`config.mk`:
```
export PLATFORM = sky130hd
export DESIGN_NAME = camera_reply_packet_parser
export DESIGN_NICKNAME = d
export VERILOG_FILES = /design/src/design/crpp_pkg.sv /design/src/design/camera_reply_packet_parser.sv /design/src/design/crpp_packet_buffer.sv /design/src/design/crpp_reply_decoder.sv
export SDC_FILE = /design/constraint.sdc
export NUM_CORES = 1
export LEC_CHECK = 0
export BUFFER_PORTS_ARGS = -buffer_cell sky130_fd_sc_hd__buf_2
export CORE_MARGIN = 2
export CORE_UTILIZATION = 54
export CTS_BUF_LIST = sky130_fd_sc_hd__clkbuf_4 sky130_fd_sc_hd__clkbuf_8
export DETAILED_ROUTE_END_ITERATION = 10
export MAX_ROUTING_LAYER = met4
export PLACE_DENSITY = 0.82
export SLEW_MARGIN = 5
export SYNTH_ARGS = -nofsm -noshare
export SYNTH_HDL_FRONTEND = slang
export SYNTH_SLANG_ARGS = --single-unit
export TNS_END_PERCENT = 5
```
`constraint.sdc`:
```
create_clock -name clk -period 3.7 [get_ports clk]
set_clock_uncertainty 0.2 [all_clocks]
set_input_delay 0.925 -clock clk [delete_from_list [all_inputs] [get_ports clk]]
set_output_delay 0.925 -clock clk [all_outputs]
set_load 0.01 [all_outputs]
```
`src/design/crpp_pkg.sv`:
```
`timescale 1ns / 1ps
`default_nettype none

package crpp_pkg;

    // Only the first ten bytes of a packet feed any result field.
    localparam int NUM_KEPT = 10;
    localparam logic [7:0] TERMINATOR = 8'hFF;
    localparam logic [7:0] NIBBLE_HI_MASK = 8'hF0;
    localparam logic [7:0] CLASS_ACK = 8'h40;
    localparam logic [7:0] CLASS_COMPLETION = 8'h50;
    localparam logic [7:0] CLASS_ERROR = 8'h60;
    localparam logic [7:0] INQUIRY_CODE = 8'h50;
    localparam logic [7:0] POWER_ON_CODE = 8'h02;
    localparam logic [3:0] ADDRESS_OFFSET = 4'h8;

    typedef enum logic [2:0] {
        KIND_ACK        = 3'd0,
        KIND_COMPLETION = 3'd1,
        KIND_INQUIRY    = 3'd2,
        KIND_ERROR      = 3'd3,
        KIND_UNKNOWN    = 3'd4,
        KIND_OVERFLOW   = 3'd5
    } kind_t;

    typedef logic [NUM_KEPT-1:0][7:0] window_t;

    // Packet view handed from the buffer to the decoder.
    typedef struct packed {
        window_t     bytes;
        logic        is_term;
        logic        last_slot;
        logic [4:0]  length;
    } view_t;

    typedef struct packed {
        logic [4:0]         packet_length;
        logic signed [15:0] second_value;
        logic signed [15:0] first_value;
        logic               power_on;
        logic [7:0]         status_byte;
        logic signed [3:0]  sender_address;
        kind_t              reply_kind;
    } reply_t;

endpackage

`default_nettype wire

```
`src/design/camera_reply_packet_parser.sv`:
```
`timescale 1ns / 1ps
`default_nettype none

// Channel   Direction  Word
// s_axis    in         tdata[7:0] rx_byte
// m_axis    out        tdata[55:0] reply fields, one word per finished packet
//
// Each byte passes an input register, then the buffer and decoder logic,
// then the result register: one byte per clock unless a held result stalls it, and the
// result word becomes valid as the byte that finishes the packet leaves the input register.
// A stalled result blocks a byte only if that byte would itself make a result.
// Reset clears the byte count and both valid flags; the buffer is masked by the count.

module camera_reply_packet_parser #(
    parameter int MAX_PACKET = 16
) (
    input  wire logic         clk,
    input  wire logic         rst_n,
    input  wire logic         s_tvalid,
    output logic              s_tready,
    input  wire logic [7:0]   s_tdata,   // [7:0] rx_byte
    output logic              m_tvalid,
    input  wire logic         m_tready,
    output logic [55:0]       m_tdata    // [2:0] reply_kind, [6:3] sender_address,
                                         // [14:7] status_byte, [15] power_on,
                                         // [31:16] first_value, [47:32] second_value,
                                         // [52:48] packet_length, [55:53] zero
);
    import crpp_pkg::*;

    logic       in_valid_reg;
    logic [7:0] in_byte_reg;
    logic       out_valid_reg;
    reply_t     out_reply_reg;
    view_t      view;
    logic       emit;
    reply_t     reply;
    logic       out_free;
    logic       fire;

    crpp_packet_buffer #(
        .MAX_PACKET (MAX_PACKET)
    ) u_buffer (
        .clk     (clk),
        .rst_n   (rst_n),
        .advance (fire),
        .rx_byte (in_byte_reg),
        .view    (view)
    );

    crpp_reply_decoder u_decoder (
        .view  (view),
        .emit  (emit),
        .reply (reply)
    );

    // A byte moves on unless it makes a result and the result slot is held.
    assign out_free = !out_valid_reg || m_tready;
    assign fire     = in_valid_reg && (!emit || out_free);
    assign s_tready = !in_valid_reg || fire;

    always_ff @(posedge clk or negedge rst_n)
    begin
        if (!rst_n)
            in_valid_reg <= 1'b0;
        else if (s_tready)
            in_valid_reg <= s_tvalid;
    end

    always_ff @(posedge clk)
    begin
        if (s_tready && s_tvalid)
            in_byte_reg <= s_tdata;
    end

    // Result register.
    always_ff @(posedge clk or negedge rst_n)
    begin
        if (!rst_n)
            out_valid_reg <= 1'b0;
        else if (out_free)
            out_valid_reg <= fire && emit;
    end

    always_ff @(posedge clk)
    begin
        if (out_free && fire && emit)
            out_reply_reg <= reply;
    end

    assign m_tvalid = out_valid_reg;
    assign m_tdata  = {3'b000, out_reply_reg};

endmodule

`default_nettype wire

```
`src/design/crpp_packet_buffer.sv`:
```
`timescale 1ns / 1ps
`default_nettype none

module crpp_packet_buffer #(
    parameter int MAX_PACKET = 16
) (
    input  wire logic          clk,
    input  wire logic          rst_n,
    input  wire logic          advance,
    input  wire logic [7:0]    rx_byte,
    output crpp_pkg::view_t    view
);
    import crpp_pkg::*;

    localparam int CNT_W = $clog2(MAX_PACKET + 1);

    logic [CNT_W-1:0] count_reg;
    logic [CNT_W-1:0] count_next;
    logic [CNT_W-1:0] len;
    logic [7:0]       store_reg [NUM_KEPT];

    assign len = count_reg + CNT_W'(1);

    // Bytes past the fill point read as zero; the current byte sits at the fill point.
    always_comb
    begin
        for (int i = 0; i < NUM_KEPT; i++)
        begin
            if (CNT_W'(i) < count_reg)
                view.bytes[i] = store_reg[i];
            else if (CNT_W'(i) == count_reg)
                view.bytes[i] = rx_byte;
            else
                view.bytes[i] = 8'h00;
        end
        view.is_term   = (rx_byte == TERMINATOR);
        view.last_slot = (len == CNT_W'(MAX_PACKET));
        view.length    = 5'(len);
    end

    // A finished or overflowed packet restarts the fill point.
    always_comb
    begin
        if (view.is_term || view.last_slot)
            count_next = '0;
        else
            count_next = len;
    end

    always_ff @(posedge clk or negedge rst_n)
    begin
        if (!rst_n)
            count_reg <= '0;
        else if (advance)
            count_reg <= count_next;
    end

    // Packet storage needs no reset: unfilled slots are masked by the count.
    always_ff @(posedge clk)
    begin
        for (int i = 0; i < NUM_KEPT; i++)
        begin
            if (advance && (count_reg == CNT_W'(i)))
                store_reg[i] <= rx_byte;
        end
    end

endmodule

`default_nettype wire

```
`src/design/crpp_reply_decoder.sv`:
```
`timescale 1ns / 1ps
`default_nettype none

module crpp_reply_decoder (
    input  wire crpp_pkg::view_t  view,
    output logic                  emit,
    output crpp_pkg::reply_t      reply
);
    import crpp_pkg::*;

    logic [7:0] b1;

    assign b1   = view.bytes[1];
    assign emit = view.is_term || view.last_slot;

    always_comb
    begin
        reply = '0;
        reply.packet_length = view.length;
        if (view.is_term)
        begin
            // Classify from the upper nibble of byte 1.
            priority if ((b1 & NIBBLE_HI_MASK) == CLASS_ACK)
                reply.reply_kind = KIND_ACK;
            else if ((b1 & NIBBLE_HI_MASK) == CLASS_COMPLETION)
                reply.reply_kind = (b1 == INQUIRY_CODE) ? KIND_INQUIRY : KIND_COMPLETION;
            else if ((b1 & NIBBLE_HI_MASK) == CLASS_ERROR)
                reply.reply_kind = KIND_ERROR;
            else
                reply.reply_kind = KIND_UNKNOWN;

            reply.sender_address = view.bytes[0][7:4] ^ ADDRESS_OFFSET;
            reply.status_byte    = view.bytes[2];
            reply.power_on       = (view.bytes[2] == POWER_ON_CODE);
            // Each half is the low byte of (first << 4) | second, an OR and not a join.
            reply.first_value    = {({view.bytes[2][3:0], 4'h0} | view.bytes[3]),
                                    ({view.bytes[4][3:0], 4'h0} | view.bytes[5])};
            reply.second_value   = {({view.bytes[6][3:0], 4'h0} | view.bytes[7]),
                                    ({view.bytes[8][3:0], 4'h0} | view.bytes[9])};
        end
        else
        begin
            reply.reply_kind = KIND_OVERFLOW;
        end
    end

endmodule

`default_nettype wire

```
[After elaboration in Yosys (flattened, before gate mapping)]
Memories as Yosys holds them, arrays and structs flattened.
Index checks and enable logic that the tools add are counted.
Operators by class
  $add $sub $neg: 1
  $lt $le $gt $ge: 10
  equal/unequal tests: 25
  muxes and demuxes: 72
  bitwise gates (word level): 6
  reduce and logical (&&, ||, !) cells: 33
Operators by type and width (number)
  $mux 8: 23
  $reduce_or 8->1: 9
  $mux 4: 15
  $or 8x8->8: 4
  $mux 1: 29
  $eq 3x5->1 const A: 4
  $eq 5x3->1 const B: 4
  $lt 3x5->1 const A: 4
  $logic_and 1x1->1: 15
  $eq 4x3->1 const B: 3
  $eq 2x5->1 const A: 2
  $eq 4x5->1 const A: 2
  $eq 5x2->1 const B: 2
  $eq 5x4->1 const B: 2
  $lt 1x5->1 const A: 2
  $lt 2x5->1 const A: 2
  $lt 4x5->1 const A: 2
  $mux 3: 3
  $eq 8x2->1 const B: 1
  $eq 8x7->1 const B: 1
  $eq 8x8->1 const B: 1
  $add 5x1->5 const B: 1
  $eq 1x5->1 const A: 1
  $eq 5x1->1 const B: 1
  8 further kinds: 14
Word-level totals
  bits in registers: 68
  bits in writable memories: 80
  bits of input ports: 12
  output and inout bits: 58
  logic and storage cells: 160
  memories kept: 1
Memory list
  u_buffer.store_reg: depth 10, width 8, rd ports 10, clocked after Yosys merged registers in 0, write ports 1, line crpp_packet_buffer.sv:20  | logic [7:0] store_reg [NUM_KEPT];

[Longest topological paths before layout]
Gate-level depths: netlist of the first run.
  word-level depth: 19
  gate-level depth with buffers: 8
  gate-level depth less buffers: 6

[Cells and area by module]
From an unflattened synthesis of the first run, not the netlist that was laid out.
Second synthesis, totals
  cells, all modules: 506
  area total of the unflattened synthesis: 6388.6 sq um
Modules (own cells, without submodules)
  crpp_packet_buffer: instances 1, cells each 347, area an instance 3988.8 sq um, sequential area each 2527.4 sq um
  camera_reply_packet_parser: instances 1, cells each 75, area an instance 1964.4 sq um, sequential area each 1881.8 sq um
  crpp_reply_decoder: instances 1, cells each 84, area an instance 435.4 sq um, sequential area each 0.0 sq um

[Worst setup path before layout of the first run]
Ideal clock, no wire load.
  path kind: register -> register
  start point: reg u_buffer.count_reg[1]
  end point: reg out_reply_reg, in the netlist m_tdata[0] (enable)
  setup time: 416 ps
  data arrival time: 2824 ps
  required time: 3084 ps
  slack: 260 ps
  cell stages (with the launch flop): 6
  buffers on the path: 0
  clock period less this slack: 3440 ps
  cell sequence: dfrtp_1 -> ha_1 -> nand3_1 -> xor2_1 -> o31a_1 -> and2_1
On the way
  cells in the longest elaborated chain, start to end: 8
Ends and longest elaborated chain
  start, declared: line crpp_packet_buffer.sv:17  | logic [CNT_W-1:0] count_reg;
  start signal, assigned: line crpp_packet_buffer.sv:55  | count_reg <= count_next;
  $add 5x1->5 (*): line crpp_packet_buffer.sv:22  | assign len = count_reg + CNT_W'(1);
  $eq 5x5->1 (*): line crpp_packet_buffer.sv:37  | view.last_slot = (len == CNT_W'(MAX_PACKET));
  $logic_or 1x1->1 (*): line crpp_reply_decoder.sv:14  | assign emit = view.is_term || view.last_slot;
  $logic_not 1->1: line camera_reply_packet_parser.sv:59  | assign fire = in_valid_reg && (!emit || out_free);
  $logic_or 1x1->1: line camera_reply_packet_parser.sv:59
  $logic_and 1x1->1: line camera_reply_packet_parser.sv:59
  $logic_and 1x1->1: line camera_reply_packet_parser.sv:87  | if (out_free && fire && emit)
  $logic_and 1x1->1 (*): line camera_reply_packet_parser.sv:87
  end signal, assigned: line camera_reply_packet_parser.sv:88  | out_reply_reg <= reply;
  end, declared: line camera_reply_packet_parser.sv:34  | reply_t out_reply_reg;
Mark *: on every way between the ends. The rest lies on a longest branch, timed or not.
A chain may end at the register's enable or synchronous reset.

[Final worst setup path of the first run]
  start point: reg u_buffer.count_reg[0]
  end point: out s_tready
On the way
  cells in the longest elaborated chain, start to end: 7
Ends and longest elaborated chain
  $add 5x1->5: line crpp_packet_buffer.sv:22
  $eq 5x5->1: line crpp_packet_buffer.sv:37
  $logic_or 1x1->1: line crpp_reply_decoder.sv:14
  $logic_not 1->1: line camera_reply_packet_parser.sv:59
  $logic_or 1x1->1: line camera_reply_packet_parser.sv:59
  $logic_and 1x1->1: line camera_reply_packet_parser.sv:59
  $logic_or 1x1->1: line camera_reply_packet_parser.sv:60  | assign s_tready = !in_valid_reg || fire;
  end, declared: line camera_reply_packet_parser.sv:20  | output logic s_tready,
Every way passes these cells.

==> summary.md, run 1 <==
| Metric | Value |
|---|---|
| Status | `finished clean` |
| CTS Buf Count | `17` |
| Peak supply drop | `0.280 mV` |
| Cell depth of the worst setup path | `7` |
| Area occupied by multi-input gates | `0.00151 mm2` |
| Sequential Power Share | `0.500` |
| Sequential-to-total area share from yosys stat | `0.699` |
| Total gr overflow | `0` |
| Htree depth | `4` |
| Die H | `106 um` |
| Fin crit period | `3.49 ns` |
| Post-DP HPWL | `7510 um` |
| Clock Path Buffers | `2` |
| YS warnings | `0` |
| Fillers | `738` |
| Cts hold-fix bufs | `0` |
| Setup TNS | `0 ns` |
| # IOs | `70` |
| Ys flop type | `edfxtp_1` |
| Initial antenna violation count | `0` |
| Max-Cap Viols | `0` |
| Max Slew Vio Count | `0` |
| Hold Vio Cnt, Final | `0` |
| R2R setup slack | `0.42 ns` |
| P_int | `2.54 mW` |
| # port buffers | `66` |
| Core area | `0.0102 mm2` |
| Worst Max-Slew Pin Slew | `1.19 ns` |
| Critical Path Source | `u_buffer.count_reg[0]$_DFFE_PN0N_` |
| R2R Path Start | `u_buffer.count_reg[3]$_DFFE_PN0N_` |
| Final period utilization | `0.944` |
| Via/cell ratio | `6.04` |
| Leak | `2.14 nW` |
| Post-Route WL | `11,900 um` |
| Clock Sink Count | `132` |
| Clk network pwr share | `0.319` |
| Post-CTS resize count | `0` |
| Antenna Nets Post-Route | `0` |
| Synth Register Bits | `132` |
| Via count | `3,799` |
| Mapped cell area | `0.00562 mm2` |
| Comb pwr share | `0.181` |
| Worst path arrival time | `2.37 ns` |
| Final setup fails | `0` |
| Initial DRC Count | `455` |
| Register-to-Register Path Depth | `4` |
| Setup CP Type | `flop to output port` |
| Drt wl/cell | `18.8 um` |
| F_max | `0.286 GHz` |
| Commonest cells after routing, fill and taps aside | `edfxtp_1 (125), buf_2 (66), nor2_1 (30)` |
| CP max stage cell | `dfrtp_1` |
| Nets | `496` |
| Slew margin rel. | `0.200` |
| Capturing element type of the critical path | `output port` |
| Reg-to-reg endpoint | `m_tdata[15]$_SDFFCE_PP0P_` |
| Crit path to | `s_tready` |
| Worst path max stage delay | `0.44 ns` |
| Largest register FFs | `64` |
| Storage element area | `0.00393 mm2` |
| Row count | `37` |
| Post-Syn Area per Cell | `13.8 um2` |
| Switching share of power | `0.297` |
| # Post-CTS Setup Buffers | `0` |
| Placer Congestion | `0.910` |
| Drt pass-1 iters | `5` |
| GRT Total Usage | `0.230` |
| Cells after Synth | `407` |
| Post-synth ARST share | `0.0530` |
| Crit path buffers/inverters | `2` |
| Vias in the first global route | `3,760` |
| Global-route wire length before repair | `18,700 um` |
| Area Overhead vs Synth | `15.2%` |
| Hold WC Path Type | `input port to async pin` |
| CP max FO | `19` |
| RSZ-0062 raised after global routing | `false` |
| Chip width | `106 um` |
| Distinct cells, synth | `63` |
| CP Cell Sequence | `buf_4 > ha_1 > nand2_1 > mux2_2 > o21ai_2 > nand3_1 > buf_2` |
| Root buf cell | `clkbuf_8` |
| Layout cells sized above 1 | `0.258` |
| Switch Pwr | `1.07 mW` |
| Largest net degree at the start of global routing | `54` |
| Die Footprint | `0.0112 mm2` |
| Antenna cells | `0` |
| CTS tree | `yes` |
| Number of synthesized flops with an enable pin | `125` |
| Initial Util | `0.549` |
| CTS clk-pin slew, worst paths | `0.07 ns` |
| Data required, critical path | `2.57 ns` |
| Cell family with most CP delay | `flip-flops` |
| Placed cells | `597` |
| Setup crit start kind | `flop` |
| Layout Cells excl Fill | `629` |
| Number of remaining DRC errors | `0` |
| PD cells | `558 mW/mm2` |
| Commonest non-fill, non-tap cell in the layout | `edfxtp_1` |
| Clk_lat worst skew | `0.43 ns` |
==> cells by family (layout without fill, tap and decap cells) <==
logic type	after synthesis	after routing	share of synthesized area
and+or+nand+nor	125	125	0.120
DFF	132	132	0.699
other	1	3	0.000668
AOI/OAI and AO/OA	100	100	0.128
buffers and inverters	39	123	0.0332
adders and majority gates	4	4	0.00891
muxes	3	3	0.00557
xor gates and xnor gates	3	3	0.00468
==> cells in the mapped netlist (2+ instances only) <==
cell | number | area [um2]
o22ai_1 | 2 | 12.5
nand3_1 | 20 | 100
or4_1 | 2 | 15.0
dfrtp_1 | 7 | 175
o31a_1 | 2 | 17.5
a31o_2 | 2 | 17.5
nor2_1 | 30 | 113
and3b_1 | 2 | 17.5
clkbuf_1 | 9 | 33.8
o221ai_1 | 2 | 17.5
xor2_1 | 2 | 17.5
o2111ai_1 | 2 | 17.5
buf_1 | 3 | 11.3
edfxtp_1 | 125 | 3750
a21o_1 | 5 | 37.5
a31oi_1 | 5 | 31.3
mux2i_1 | 2 | 20.0
nor3_1 | 6 | 30.0
buf_2 | 11 | 55.1
o21ai_0 | 14 | 70.1
a22oi_1 | 16 | 120
or2_2 | 2 | 12.5
nand4_1 | 3 | 18.8
and3_1 | 6 | 37.5
a21oi_1 | 28 | 140
nor4_1 | 3 | 18.8
nand2b_1 | 3 | 18.8
and2_1 | 4 | 25.0
nor2b_1 | 4 | 25.0
a222oi_1 | 8 | 80.1
inv_1 | 10 | 37.5
buf_4 | 5 | 37.5
nand2_1 | 29 | 109
ha_1 | 4 | 50.1
==> power by group through the flow <==
stage / clock network [mW] / logic (mW) / registers, mW
finish: 1.15 / 0.653 / 1.81
global route: 1.22 / 0.714 / 1.82
CTS: 1.17 / 0.640 / 1.80
detailed placement: 0 / 0.633 / 1.84
global placement: 0 / 0.615 / 1.83
floorplan: 0 / 0.495 / 1.80
==> cell type report <==
| cell class | instances | area share |
|---|---|---|
| Inverter | 10 | 0.00580 |
| Timing Repair Buffer | 81 | 0.0684 |
| Sequential cell | 132 | 0.607 |
| Clock buffer | 19 | 0.0385 |
| Multi-Input combinational cell | 238 | 0.233 |
| Tap cell | 136 | 0.0263 |
| Clock inverter | 13 | 0.0207 |
==> how the worst min path moves through the flow <==
stage,from,endpoint,slack (ns),depth (start not counted)
3_5_place_dp,u_buffer.store_reg[5][1]$_DFFE_PP_,m_tdata[17]$_SDFFCE_PP0P_,0.36,2
5_1_grt,rst_n,m_tvalid$_DFFE_PN0P_,0.11,1
2_1_floorplan,in_byte_reg[4]$_DFFE_PP_,u_buffer.store_reg[0][4]$_DFFE_PP_,0.33,0
6_report,rst_n,m_tvalid$_DFFE_PN0P_,0.11,1
4_1_cts,rst_n,m_tvalid$_DFFE_PN0P_,0.09,1
3_3_place_gp,u_buffer.store_reg[9][2]$_DFFE_PP_,m_tdata[34]$_SDFFCE_PP0P_,0.35,2
==> worst register-to-register path, cell delays in order (launching register included) <==
cell	delay, ns
dfrtp_1	0.67
a21boi_0	0.31
o31a_1	0.36
o31a_1	0.33
and2_2	1.00
==> per-layer routing <==
metal / track usage / part of all wire / vias up
met1: 0.273 / 0.37 / 1800
met4: 0.118 / 0.033 / 0
met2: 0.371 / 0.50 / 239
met3: 0.0527 / 0.091 / 40
li1: - / - / 1720
met5: - / 0 / -
==> per-stage QoR <==
step                setup WS, ns  total power, mW  cell area [um2]  hold slack, ns  utilization
CTS                        0.237             3.62             6470          0.0943        0.633
global route              0.0689             3.75             6470           0.107        0.633
floorplan                  0.260             2.30             5630           0.327            -
finish                     0.209             3.61             6470           0.115        0.633
global placement           0.599             2.45             6090           0.352        0.595
detailed placement         0.463             2.47             6090           0.364        0.595
Note: power is estimated with default switching activity, not from simulation.
==> run 2, diff against run 1 <==
--- a/config.mk
+++ b/config.mk
@@ -7,11 +7,12 @@
 export LEC_CHECK = 0
 export BUFFER_PORTS_ARGS = -buffer_cell sky130_fd_sc_hd__buf_2
 export CORE_MARGIN = 2
-export CORE_UTILIZATION = 54
+export CORE_UTILIZATION = 40
 export CTS_BUF_LIST = sky130_fd_sc_hd__clkbuf_4 sky130_fd_sc_hd__clkbuf_8
 export DETAILED_ROUTE_END_ITERATION = 10
+export GPL_TIMING_DRIVEN = 0
 export MAX_ROUTING_LAYER = met4
-export PLACE_DENSITY = 0.82
+export PLACE_DENSITY = 0.65
 export SLEW_MARGIN = 5
 export SYNTH_ARGS = -nofsm -noshare
 export SYNTH_HDL_FRONTEND = slang
==> run 2 against run 1 <==
Die area grew 34%. Via count rose by 0.45%. Largest power group unchanged. Wire length rose by 9.6%.
==> summary.md, run 2 (synthesis results as in run 1) <==
| Metric | Value |
|---|---|
| Data required, critical path | `2.57 ns (about the same)` |
| GR Util met2 | `0.293 (-0.0783)` |
| GRT Total Usage | `0.189 (-0.0409)` |
| Gr busiest metal | `met2` |
| Via/cell ratio | `5.50 (-9.0%)` |
| Largest net degree at the start of global routing | `31 (-43%)` |
| CTS tree | `yes` |
| Drt pass-1 iters | `5 (unchanged)` |
| Number of remaining DRC errors | `0 (unchanged)` |
| Max-Cap Viols | `0 (unchanged)` |
| # port buffers | `66 (unchanged)` |
| # IOs | `70 (unchanged)` |
| Leak | `2.22 nW (+3.9%)` |
| Antenna Nets Post-Route | `0 (unchanged)` |
| Max Slew Vio Count | `0 (unchanged)` |
| Cts hold-fix bufs | `0 (unchanged)` |
| Total gr overflow | `0 (unchanged)` |
| Die Footprint | `0.0150 mm2 (+34%)` |
| Global-route wire length before repair | `20,100 um (+7.7%)` |
| Clock Path Buffers | `2 (unchanged)` |
| Final total power | `3.83 mW (+6.0%)` |
| Layout cells sized above 1 | `0.267 (+0.00893)` |
| Htree depth | `4 (unchanged)` |
| Worst Max-Slew Pin Slew | `1.13 ns (-0.0637 ns)` |
| Final period utilization | `0.951 (+0.00739)` |
| Area Overhead vs Synth | `19.2%` |
| Drt wl/cell | `18.7 um (-0.68%)` |
| Antenna cells | `0 (unchanged)` |
| Initial antenna violation count | `0 (unchanged)` |
| Initial Util | `0.408 (-0.141)` |
| Clk_lat worst skew | `0.45 ns (+0.02 ns)` |
| CTS clk-pin slew, worst paths | `0.08 ns (about the same)` |
| Post-DP HPWL | `8650 um (+15%)` |
| Status | `finished clean` |
| Root buf cell | `clkbuf_8` |
| Via count | `3,816 (+0.45%)` |
| Clock Sink Count | `132 (unchanged)` |
| Nets | `517 (+4.2%)` |
| Final setup fails | `0 (unchanged)` |
| F_max | `0.284 GHz (-0.78%)` |
| Hold Vio Cnt, Final | `0 (unchanged)` |
| Largest register FFs | `64 (unchanged)` |
| Post-Route WL | `13,000 um (+9.6%)` |
| Global-route met1 utilization | `0.240 (-0.0335)` |
| Placer Congestion | `0.902 (-0.84%)` |
| Fin crit period | `3.52 ns (+0.0274 ns)` |
| CTS Buf Count | `17 (unchanged)` |
| Register-to-Register Path Depth | `6 (+2)` |
| Setup crit start kind | `flop` |
| Placed cells | `656 (+9.9%)` |
| RSZ-0062 raised after global routing | `false` |
| Row count | `43 (+16%)` |
| PD cells | `572 mW/mm2 (+2.6%)` |
| Core area | `0.0138 mm2 (+35%)` |
| Die H | `123 um (+16%)` |
| Capturing element type of the critical path | `output port` |
| Setup CP Type | `flop to output port` |
| Commonest cells after routing, fill and taps aside | `edfxtp_1 (125), buf_2 (77), nor2_1 (30)` |
| Layout Cells excl Fill | `694 (+10%)` |
| Chip width | `123 um (+16%)` |
| Commonest non-fill, non-tap cell in the layout | `edfxtp_1` |
| CP max FO | `11 (-8)` |
| Initial DRC Count | `451 (-0.88%)` |
| Hold WC Path Type | `input port to async pin` |
| Worst path arrival time | `2.39 ns (+0.02 ns)` |
| Slew margin rel. | `0.243 (+0.0428)` |
| Vias in the first global route | `3,660 (-2.7%)` |
| Met3 Use GR | `0.0414 (-0.0114)` |
| Peak supply drop | `0.403 mV (+44%)` |
| Finished Core Util | `0.486 (-0.147)` |
## run 2: cell count changes in the layout (fill, tap and decap cells not counted), moves of 2 or more
cell,previous run,this run
bufinv_16,2,5
clkbuf_1,0,9
clkinv_4,4,2
buf_4,15,11
clkbuf_4,2,0
buf_1,0,3
buf_2,66,77
## run 2: final timing paths
path,startpoint,end,slack (ns)
max,in_byte_reg[0]$_DFFE_PP_,s_tready,0.18
min,rst_n,u_buffer.count_reg[3]$_DFFE_PN0N_,0.10
max reg2reg,u_buffer.count_reg[0]$_DFFE_PN0N_,m_tdata[11]$_SDFFCE_PP0P_,0.48
min reg2reg,u_buffer.store_reg[9][0]$_DFFE_PP_,m_tdata[32]$_SDFFCE_PP0P_,0.37
max in group asynchronous,rst_n,u_buffer.count_reg[1]$_DFFE_PN0N_,3.02
min in group clk,u_buffer.store_reg[9][0]$_DFFE_PP_,m_tdata[32]$_SDFFCE_PP0P_,0.37
## run 2: area by class of cell
type | instances | area (um2)
Sequential cell | 132 | 3930
Buffer | 29 | 149
Clock buffer | 17 | 234
Timing Repair Buffer | 73 | 395
Tap cell | 180 | 225
Clock inverter | 15 | 211
Multi-Input combinational cell | 238 | 1510
Inverter | 10 | 37.5
Fill cell | 1280 | 7080
## run 2: timing repair
| action | 4_1_cts | 5_1_grt |
|---|---|---|
| setup buffers | 0 | 6 |
| setup endpoints to repair | 0 | 1 |
| resized for setup | 0 | 1 |
## run 2: power breakdown
group	internal [mW]	total, mW	leakage (nW)	switching (mW)
sequential	1.71	1.79	1.13	0.0801
clock	0.795	1.34	0.225	0.543
combinational	0.231	0.699	0.870	0.469
## run 2: through the flow
stage | setup slack, ns | hold slack (ns) | setup TNS [ns] | cell area, um2
detailed placement | 0.395 | 0.352 | 0 | 6200
finish | 0.181 | 0.101 | 0 | 6690
CTS | 0.0618 | 0.0845 | 0 | 6650
global route | 0.00201 | 0.0847 | 0 | 6690
global placement | -0.572 | 0.359 | -30.18 | 6180
floorplan | 0.260 | 0.327 | 0 | 5630
## run 2: metal layers
| layer | up-vias | wire, um |
|---|---|---|
| met5 | - | 0 |
| met4 | 0 | 302 |
| met3 | 24 | 937 |
| met2 | 158 | 6370 |
| met1 | 1872 | 5380 |
| li1 | 1762 | - |
## run 2: worst max-delay path, cell delays in order (launching register included)
cell	delay, ns
edfxtp_1	0.64
buf_2	0.36
nand4_1	0.20
or2_2	0.36
o21ai_2	0.13
nand3_1	0.11
buf_2	0.15
==> run 3, diff against run 2 <==
--- a/config.mk
+++ b/config.mk
@@ -5,6 +5,7 @@
 export SDC_FILE = /design/constraint.sdc
 export NUM_CORES = 1
 export LEC_CHECK = 0
+export ABC_AREA = 1
 export BUFFER_PORTS_ARGS = -buffer_cell sky130_fd_sc_hd__buf_2
 export CORE_MARGIN = 2
 export CORE_UTILIZATION = 40
==> run 3 against run 2 <==
Hold slack lost 0.0053 ns. Die area decreased by 0.84%. Via count is 0.86% lower. Sequential cell count did not move. Non-clock buffer count fell by 15. Synthesized cell count rose by 14%. Register-to-register slack gained 0.13 ns. Fmax is 0.36% lower. Design area is 1.7% lower.
==> summary.md, run 3 <==
| Metric | Value |
|---|---|
| Status | `finished clean` |
| Total gr overflow | `0 (unchanged)` |
| Antenna cells | `0 (unchanged)` |
| Synth Area in Adders | `0.00899 (+0.0000781)` |
| Core area | `0.0137 mm2 (-0.39%)` |
| Slew margin rel. | `0.490 (+0.246)` |
| Mapped cell area | `0.00557 mm2 (-0.87%)` |
| # IOs | `70 (unchanged)` |
| Die H | `122 um (-0.42%)` |
| Data required, critical path | `2.57 ns (about the same)` |
| Layout Cells excl Fill | `750 (+8.1%)` |
| Setup CP Type | `flop to output port` |
| Main combinational cell family by area after synthesis | `simple AND/OR/NAND/NOR gates` |
| CP max FO | `10 (-1)` |
| Worst slack at placement | `0.301 ns (-0.0938 ns)` |
| R2R Path Start | `u_buffer.count_reg[1]$_DFFE_PN0N_` |
| Top cells by area, synth | `edfxtp_1 (67%), nand2_1 (7.3%), dfrtp_1 (3.1%)` |
| Finished Core Util | `0.480 (-0.00639)` |
| Hold Vio Cnt, Final | `0 (unchanged)` |
| Die Footprint | `0.0149 mm2 (-0.84%)` |
| Max-Cap Viols | `0 (unchanged)` |
| Layout cells sized above 1 | `0.254 (-0.0122)` |
| Chip width | `122 um (-0.42%)` |
| Cts hold-fix bufs | `0 (unchanged)` |
| CTS tree | `yes` |
| Commonest cells after routing, fill and taps aside | `edfxtp_1 (125), nand2_1 (109), buf_2 (71)` |
| CTS Buf Count | `17 (unchanged)` |
| Clock Sink Count | `132 (unchanged)` |
| Commonest non-fill, non-tap cell in the layout | `edfxtp_1` |
| Synth Area in Simple Gates | `0.168 (+0.0476)` |
| Largest net degree at the start of global routing | `37 (+19%)` |
| Ys flop type | `edfxtp_1` |
| Peak supply drop | `0.271 mV (-33%)` |
| Area occupied by multi-input gates | `0.00141 mm2 (-6.7%)` |
| Distinct cells, synth | `32 (-49%)` |
| Placer Congestion | `0.917 (+1.6%)` |
| Cells after Synth | `466 (+14%)` |
| Initial Util | `0.406 (-0.00196)` |
| Drt pass-1 iters | `6 (+1)` |
| Number of remaining DRC errors | `0 (unchanged)` |
| Area Overhead vs Synth | `18.2%` |
| Worst path arrival time | `2.41 ns (+0.02 ns)` |
| F_max | `0.283 GHz (-0.36%)` |
| Htree depth | `4 (unchanged)` |
| Largest register FFs | `64 (unchanged)` |
| Setup WS post-layout | `0.169 ns (-0.0127 ns)` |
| Final setup fails | `0 (unchanged)` |
| Worst Max-Slew Pin Slew | `0.763 ns (-0.364 ns)` |
| Max Slew Vio Count | `0 (unchanged)` |
| Via count | `3,783 (-0.86%)` |
| Post-Syn Area per Cell | `12.0 um2 (-13%)` |
| Antenna Nets Post-Route | `0 (unchanged)` |
| Clock Path Buffers | `2 (unchanged)` |
| Post-synth top area share | `0.674 (+0.00585)` |
| # port buffers | `66 (unchanged)` |
| Placed cells | `715 (+9.0%)` |
| PD cells | `640 mW/mm2 (+12%)` |
| CTS clk-pin slew, worst paths | `0.08 ns (about the same)` |
| Synth top cells by count | `edfxtp_1 (125), nand2_1 (109), nor2_1 (35)` |
| Post-Synth XOR/XNOR Area | `0 (-0.00468)` |
| Post-DP HPWL | `8400 um (-2.9%)` |
| Via/cell ratio | `5.04 (-8.3%)` |
| Initial DRC Count | `414 (-8.2%)` |
| Setup crit start kind | `flop` |
| Global-route wire length before repair | `19,000 um (-5.9%)` |
| Row count | `43 (unchanged)` |
| Storage element area | `0.00393 mm2 (about the same)` |
| GRT Total Usage | `0.181 (-0.00814)` |
| Number of synthesized flops with an enable pin | `125 (unchanged)` |
| Area leader, netlist | `edfxtp_1` |
| Sequential-to-total area share from yosys stat | `0.705 (+0.00613)` |
| Initial antenna violation count | `0 (unchanged)` |
| Capturing element type of the critical path | `output port` |
| Nets | `573 (+11%)` |
| Clk_lat worst skew | `0.45 ns (about the same)` |
| Post-synth ARST share | `0.0530 (unchanged)` |
| Drt wl/cell | `16.9 um (-9.7%)` |
| RSZ-0062 raised after global routing | `false` |
| Post-Route WL | `12,700 um (-2.4%)` |
| Vias in the first global route | `3,465 (-5.3%)` |
| Root buf cell | `clkbuf_8` |
| Critical Path Source | `in_byte_reg[2]$_DFFE_PP_` |
| Mux contribution to synthesized area | `0 (-0.00557)` |
| Fillers | `1,271 (-0.70%)` |
| YS warnings | `0 (unchanged)` |
| Hold WC Path Type | `input port to async pin` |
| Fin crit period | `3.53 ns (+0.0127 ns)` |
| Synth Register Bits | `132 (unchanged)` |
| Most frequent cell after synthesis | `edfxtp_1` |
| Final period utilization | `0.954 (+0.00344)` |
| Leak | `2.51 nW (+13%)` |
| Synth Area in Compound Gates | `0.0737 (-0.0539)` |
## run 3: path summary, 6_finish.rpt
kind	endpoint	slack (ns)	depth (start not counted)
max reg2reg	m_tdata[34]$_SDFFCE_PP0P_	0.61	12
min in group clk	m_tvalid$_DFFE_PN0P_	0.39	2
max in group asynchronous	u_buffer.count_reg[3]$_DFFE_PN0N_	3.04	1
min reg2reg	m_tvalid$_DFFE_PN0P_	0.39	2
min	m_tvalid$_DFFE_PN0P_	0.1	1
max	s_tready	0.17	5
## run 3: cell families (layout without fill, tap and decap cells)
group | count (synthesis) | count (layout)
and+or+nand+nor | 202 | 202
DFF | 132 | 132
other | 1 | 3
adders and majority gates | 4 | 4
buffers and inverters | 54 | 156
AOI/OAI and AO/OA | 73 | 73
## run 3: worst max-delay path, cell delays in order, from the launching register on
cell and delay, ns:
edfxtp_1 0.70, clkbuf_2 0.42, nand3_2 0.31, nand2_2 0.21, nand3_1 0.14, buf_2 0.17
## run 3: metrics by stage
stage	hold slack (ns)	TNS (ns)	cell area (um2)	power, mW
3_3_place_gp	0.344	-43.33	6130	2.97
2_1_floorplan	0.331	0	5580	2.70
3_5_place_dp	0.366	0	6160	2.99
6_report	0.0953	0	6580	4.21
5_1_grt	0.0903	0	6580	4.42
4_1_cts	0.0897	0	6560	4.20
## run 3: cell type report
| type | count | area share |
|---|---|---|
| Clock buffer | 17 | 0.0356 |
| Tap cell | 180 | 0.0342 |
| Buffer | 17 | 0.0160 |
| Inverter | 37 | 0.0213 |
| Sequential cell | 132 | 0.597 |
| Multi-Input combinational cell | 282 | 0.214 |
| Clock inverter | 15 | 0.0249 |
| Timing Repair Buffer | 70 | 0.0567 |
## run 3: timing repair
action	in CTS	in global routing
gates cloned	0	0
gates resized for setup	2	0
setup buffers	0	3
setup endpoints to repair	1	1
hold endpoints to repair	0	0
## run 3: metal layers
layer  routed length [um]  up-vias  GRT usage
li1                     -     1813          -
met1                 5470     1791      0.226
met5                    0        -          -
met4                  308        0     0.0819
met3                  830       24     0.0412
met2                 6060      155      0.282
## run 3: power breakdown
| group | switching [mW] | internal, mW |
|---|---|---|
| Sequential | 0.0823 | 1.75 |
| Combinational | 0.827 | 0.328 |
| Clock | 0.568 | 0.658 |
| Total | 1.48 | 2.74 |
